--- src/rtl/pcc_pkg.sv ---
package pcc_pkg;

    // filter geometry
    localparam int BLOCK_SIZE   = 64;
    localparam int NUM_BLOCKS   = 8;
    localparam int FILTER_SLOTS = 4;

    localparam int TAPS_PER_SLOT = NUM_BLOCKS * BLOCK_SIZE;
    localparam int COEF_DEPTH    = FILTER_SLOTS * TAPS_PER_SLOT;
    localparam int HIST_DEPTH    = NUM_BLOCKS * BLOCK_SIZE;

    // field widths
    localparam int OP_W     = 2;
    localparam int SMP_W    = 16;
    localparam int SLOT_W   = 3;
    localparam int TAP_W    = 9;

    // derived widths
    localparam int POS_W    = $clog2(BLOCK_SIZE);
    localparam int AGE_W    = $clog2(NUM_BLOCKS);
    localparam int SIDX_W   = $clog2(FILTER_SLOTS);
    localparam int HADDR_W  = $clog2(HIST_DEPTH);
    localparam int CADDR_W  = $clog2(COEF_DEPTH);
    localparam int N_W      = $clog2(2 * BLOCK_SIZE);
    localparam int ACC_W    = 48;
    localparam int TAIL_W   = 40;

    // opcodes
    localparam logic [OP_W-1:0] OP_SAMPLE = 2'd0;
    localparam logic [OP_W-1:0] OP_COEF   = 2'd1;
    localparam logic [OP_W-1:0] OP_FADE   = 2'd2;
    localparam logic [OP_W-1:0] OP_SET    = 2'd3;

    // classified command from the front end
    typedef struct packed {
        logic [OP_W-1:0]          op;
        logic signed [SMP_W-1:0]  sample;
        logic [SLOT_W-1:0]        slot;
        logic [TAP_W-1:0]         tap;
        logic signed [SMP_W-1:0]  coef;
        logic                     coef_ok;
    } t_cmd;

    // back end status seen by the front end
    typedef struct packed {
        logic clearing;
        logic cmd_ready;
    } t_back_stat;

endpackage

--- src/rtl/pcc_if.sv ---
interface pcc_in_if;
    import pcc_pkg::*;
    logic                    valid;
    logic                    ready;
    logic [OP_W-1:0]         opcode;
    logic signed [SMP_W-1:0] sample_in;
    logic [SLOT_W-1:0]       slot;
    logic [TAP_W-1:0]        tap_index;
    logic signed [SMP_W-1:0] coefficient;

    modport source (output valid, opcode, sample_in, slot, tap_index, coefficient,
                    input ready);
    modport sink (input valid, opcode, sample_in, slot, tap_index, coefficient,
                  output ready);
endinterface


--- src/rtl/pcc_front.sv ---
module pcc_front (
    input  logic               i_clk,
    input  logic               i_rst_n,
    pcc_in_if.sink             i_in,
    input  pcc_pkg::t_back_stat i_stat,
    output logic               o_cmd_valid,
    output pcc_pkg::t_cmd      o_cmd
);
    import pcc_pkg::*;

    t_cmd        r_fifo [0:1];
    logic        r_wp;
    logic        r_rp;
    logic [1:0]  r_cnt;
    t_cmd        w_cls;
    logic        w_push;
    logic        w_pop;

    // classify the incoming word
    always_comb begin
        w_cls.op     = i_in.opcode;
        w_cls.sample = i_in.sample_in;
        w_cls.tap    = i_in.tap_index;
        w_cls.coef   = i_in.coefficient;
        if (int'(i_in.slot) > FILTER_SLOTS) begin
            w_cls.slot = SLOT_W'(FILTER_SLOTS);
        end else begin
            w_cls.slot = i_in.slot;
        end
        w_cls.coef_ok = (int'(i_in.slot) < FILTER_SLOTS) &&
                        (int'(i_in.tap_index) < TAPS_PER_SLOT);
    end

    assign i_in.ready  = (r_cnt != 2'd2) && !i_stat.clearing;
    assign w_push      = i_in.valid && i_in.ready;
    assign o_cmd_valid = (r_cnt != 2'd0);
    assign w_pop       = o_cmd_valid && i_stat.cmd_ready;
    assign o_cmd       = r_fifo[r_rp];

    // two-entry command queue
    always_ff @(posedge i_clk) begin
        if (!i_rst_n) begin
            r_wp  <= 1'b0;
            r_rp  <= 1'b0;
            r_cnt <= 2'd0;
        end else begin
            if (w_push) begin
                r_wp <= !r_wp;
            end
            if (w_pop) begin
                r_rp <= !r_rp;
            end
            r_cnt <= r_cnt + 2'(w_push) - 2'(w_pop);
        end
    end

    always_ff @(posedge i_clk) begin
        if (w_push) begin
            r_fifo[r_wp] <= w_cls;
        end
    end

endmodule

--- src/flat_wrapper.sv ---
// flat-port wrapper written by rule: the top's interface ports become plain ports
module pcc_front_flat import pcc_pkg::*;
  (i_clk, i_rst_n, i_stat, o_cmd_valid, o_cmd, i_in_valid, i_in_opcode, i_in_sample_in, i_in_slot, i_in_tap_index, i_in_coefficient, i_in_ready);
  pcc_in_if i_in_i ();
  input  logic i_clk;
  input  logic i_rst_n;
  input  pcc_pkg::t_back_stat i_stat;
  output logic o_cmd_valid;
  output pcc_pkg::t_cmd o_cmd;
  input wire logic [$bits(i_in_i.valid)-1:0] i_in_valid;
  input wire logic [$bits(i_in_i.opcode)-1:0] i_in_opcode;
  input wire logic [$bits(i_in_i.sample_in)-1:0] i_in_sample_in;
  input wire logic [$bits(i_in_i.slot)-1:0] i_in_slot;
  input wire logic [$bits(i_in_i.tap_index)-1:0] i_in_tap_index;
  input wire logic [$bits(i_in_i.coefficient)-1:0] i_in_coefficient;
  output wire logic [$bits(i_in_i.ready)-1:0] i_in_ready;
  assign i_in_i.valid = i_in_valid;
  assign i_in_i.opcode = i_in_opcode;
  assign i_in_i.sample_in = i_in_sample_in;
  assign i_in_i.slot = i_in_slot;
  assign i_in_i.tap_index = i_in_tap_index;
  assign i_in_i.coefficient = i_in_coefficient;
  assign i_in_ready = i_in_i.ready;
  pcc_front u_core (.i_clk(i_clk), .i_rst_n(i_rst_n), .i_in(i_in_i), .i_stat(i_stat), .o_cmd_valid(o_cmd_valid), .o_cmd(o_cmd));
endmodule
--- config.mk ---
export PLATFORM = sky130hd
export DESIGN_NAME = pcc_front_flat
export DESIGN_NICKNAME = d
export VERILOG_FILES = /design/src/rtl/pcc_pkg.sv /design/src/rtl/pcc_if.sv /design/src/rtl/pcc_front.sv /design/src/flat_wrapper.sv
export SDC_FILE = /design/constraint.sdc
export NUM_CORES = 1
export LEC_CHECK = 0
export ABC_AREA = 1
export BUFFER_PORTS_ARGS = -buffer_cell sky130_fd_sc_hd__buf_2
export CORE_UTILIZATION = 35
export CTS_CLUSTER_DIAMETER = 60
export DETAILED_ROUTE_END_ITERATION = 10
export PLACE_DENSITY = 0.67
export SYNTH_ARGS = -nofsm -noshare
export SYNTH_HDL_FRONTEND = slang
export SYNTH_SLANG_ARGS = --single-unit
--- constraint.sdc ---
create_clock -name i_clk -period 4.55 [get_ports i_clk]
set_input_delay 1.1375 -clock i_clk [delete_from_list [all_inputs] [get_ports i_clk]]
set_output_delay 1.1375 -clock i_clk [all_outputs]
set_load 0.03 [all_outputs]
==> qor.txt <==
Sw frac: 0.307
Slowest stage cell, crit path: dfxtp_2
Final Hold Fails: 0
Register area share after synthesis: 0.769
Area grow syn2layout: 22.9%
Vias: 1937
CTS buffer count: 9
Crit end category: output pin
Gr ovfl total: 0
Vias in the first global route: 1997
Comb pwr share: 0.280
Peak supply drop: 252 µV
Largest net degree at the start of global routing: 48
Critical path peak fanout: 24
Final nets: 352
GPL Wtd Cong: 0.665
Sequential power share: 0.464
Die height: 106 µm
First-pass GRT wire length: 9680 µm
Measured slew at the worst slew-check pin: 1.07 ns
Post-layout util: 0.448
Critical Path AT: 2.18 ns
RSZ-0062 raised after global routing: no
#FFs+latches synth: 99
Crit path required time: 3.41 ns
I/O Pins: 100
Post-synth EDFFs: 94
Final wirelength: 6390 µm
Layout cells sized above 1: 0.549
Setup TNS: 0 ns
Row Count: 37
TritonCTS clock tree: built
Main synth FF type: edfxtp_1
Synth cell types: 15
Cts repair resizes: 0
Shortest period the worst path allows: 3.32 ns
Post-Synthesis Cells: 192
Min-Delay Path Class: reg -> reg
Max_slew headroom: 0.289
Endpoints failing setup: 0
Status: completed
Top-count cell post-synth: edfxtp_1
Overall global routing resource usage: 0.118
CP cell instances: buf_4 > mux2_2 > buf_2
DRC Markers: 0
DIE AREA: 11300 µm²
WL/cell: 14.5 µm
Hold-fix buffers, CTS: 0
Input/output buffers: 99
P_sw: 751 µW
CTS H-Tree Depth: 3
Startpoint types: register
Ys async rst share: 0
Top-area cell type share of the netlist area: 0.743
Max-slew violations: 0
Clock power share: 0.256
Skew-Pair Late Insertion Delay: 0.36 ns
Initial antenna violation count: 0
Via density: 4.40
Drt pass-1 iters: 4
CP max stage delay: 0.77 ns
# diodes: 0
Max_cap viols: 0
CP delay by family, top: flip-flops
Syn Area/Cell: 19.8 µm²
Post-Syn Area: 3800 µm²
Maximum root-to-sink buffer count: 2
CTS clk-pin slew, worst paths: 0.08 ns
Post-synth top cells: edfxtp_1 (94), mux2_4 (30), mux2_2 (17)
Core box area: 10400 µm²
Dpl hpwl: 4160 µm
Synth Warn #: 0
Power per cell area: 523 nW/µm²
Clock Sinks: 99
Root buffer cell: clkbuf_8
Clk_skew: 0.00810 ns
Pleak: 0.00184 µW
Int Power: 1690 µW
Die Wd: 106 µm
Setup bufs post-CTS: 0
Area contributors post-synth: edfxtp_1 (74%), mux2_4 (12%), mux2_2 (5.0%)
Antenna viol nets, final: 0
Buf/Inv on CP: 2
Class of the most critical setup path: reg -> out
Initial Utilization: 0.365
Largest area contributor in the netlist: edfxtp_1
DRT iter0 DRCs: 52
Fmax: 302 MHz
WHS: 0.547 ns
Final worst path period share: 0.729
Syn_nets: 245
-- placed cells by master (no fill, tap or decap), types with 2 or more instances in the layout --
master / Yosys / layout
buf_2: 1 / 99
edfxtp_1: 94 / 94
mux2_4: 30 / 30
mux2_2: 17 / 17
inv_1: 14 / 13
clkbuf_8: 0 / 11
nand2_1: 9 / 9
nor2_1: 8 / 7
dfxtp_1: 5 / 4
nand3_1: 3 / 3
buf_4: 0 / 3
a21oi_1: 2 / 2
ha_1: 2 / 2
bufinv_16: 0 / 2
-- power by group through the flow --
stage                     registers, µW  logic (µW)  clock network (µW)
after global placement             1150         687                   0
after global routing               1140         733                 673
after floorplan                    1120         560                   0
after CTS                          1140         697                 648
final                              1130         684                 626
after detailed placement           1160         696                   0
-- cell type report --
type | count | area [µm²]
fill | 923 | 5750
inverter | 14 | 52.6
timing repair buffer | 102 | 518
multi-input combinational | 73 | 777
clock inverter | 4 | 72.6
clock buffer | 12 | 155
sequential | 99 | 2920
tap | 136 | 170
-- logic make-up (layout without fill, tap and decap cells) --
group,count (synthesis),count (layout),synth area share
and+or+nand+nor,21,21,0.0224
muxes,47,47,0.169
buffers and inverters,20,132,0.0280
DFF,99,99,0.769
AOI/OAI and AO/OA,3,3,0.00461
adders and majority gates,2,2,0.00659
-- layer usage --
metal | GRT usage | vias up | part of all wire
met5 | 0 | - | 0
met1 | 0.132 | 936 | 0.42
met4 | 0.0774 | 0 | 0.026
met2 | 0.196 | 59 | 0.49
li1 | - | 931 | -
met3 | 0.0368 | 11 | 0.060
-- flip-flops by register name, summed over array words and instances, names as in the netlist, named ones only --
signal         cells
u_core.r_rp        1
u_core.r_cnt       2
u_core.r_wp        1
u_core.r_fifo     94
-- through the flow --
step	instance area, µm²	setup WS [ns]	power (µW)	std cells
2_1_floorplan	3800	0.815	1680	192
5_1_grt	4670	1.11	2550	440
3_3_place_gp	4440	1.61	1840	424
6_report	4670	1.23	2440	440
4_1_cts	4670	1.16	2480	440
3_5_place_dp	4440	1.57	1850	424
-- worst min-delay path, stage by stage, from the launching register on --
cell and delay, ns:
dfxtp_1 0.36, nor2_1 0.06, nor2_1 0.09
-- path summary, 6_finish.rpt --
kind                               from                              to  slack [ns]  depth (start not counted)
min reg2reg    u_core.r_rp$_SDFFE_PN0P_        u_core.r_rp$_SDFFE_PN0P_        0.55                          2
max                            register                        o_cmd[0]        1.23                          3
max reg2reg  u_core.r_cnt[0]$_SDFF_PN0_  u_core.r_fifo[0][16]$_DFFE_PP_        2.53                          5
min            u_core.r_rp$_SDFFE_PN0P_        u_core.r_rp$_SDFFE_PN0P_        0.55                          2
Power figures use the tool's default switching activity.
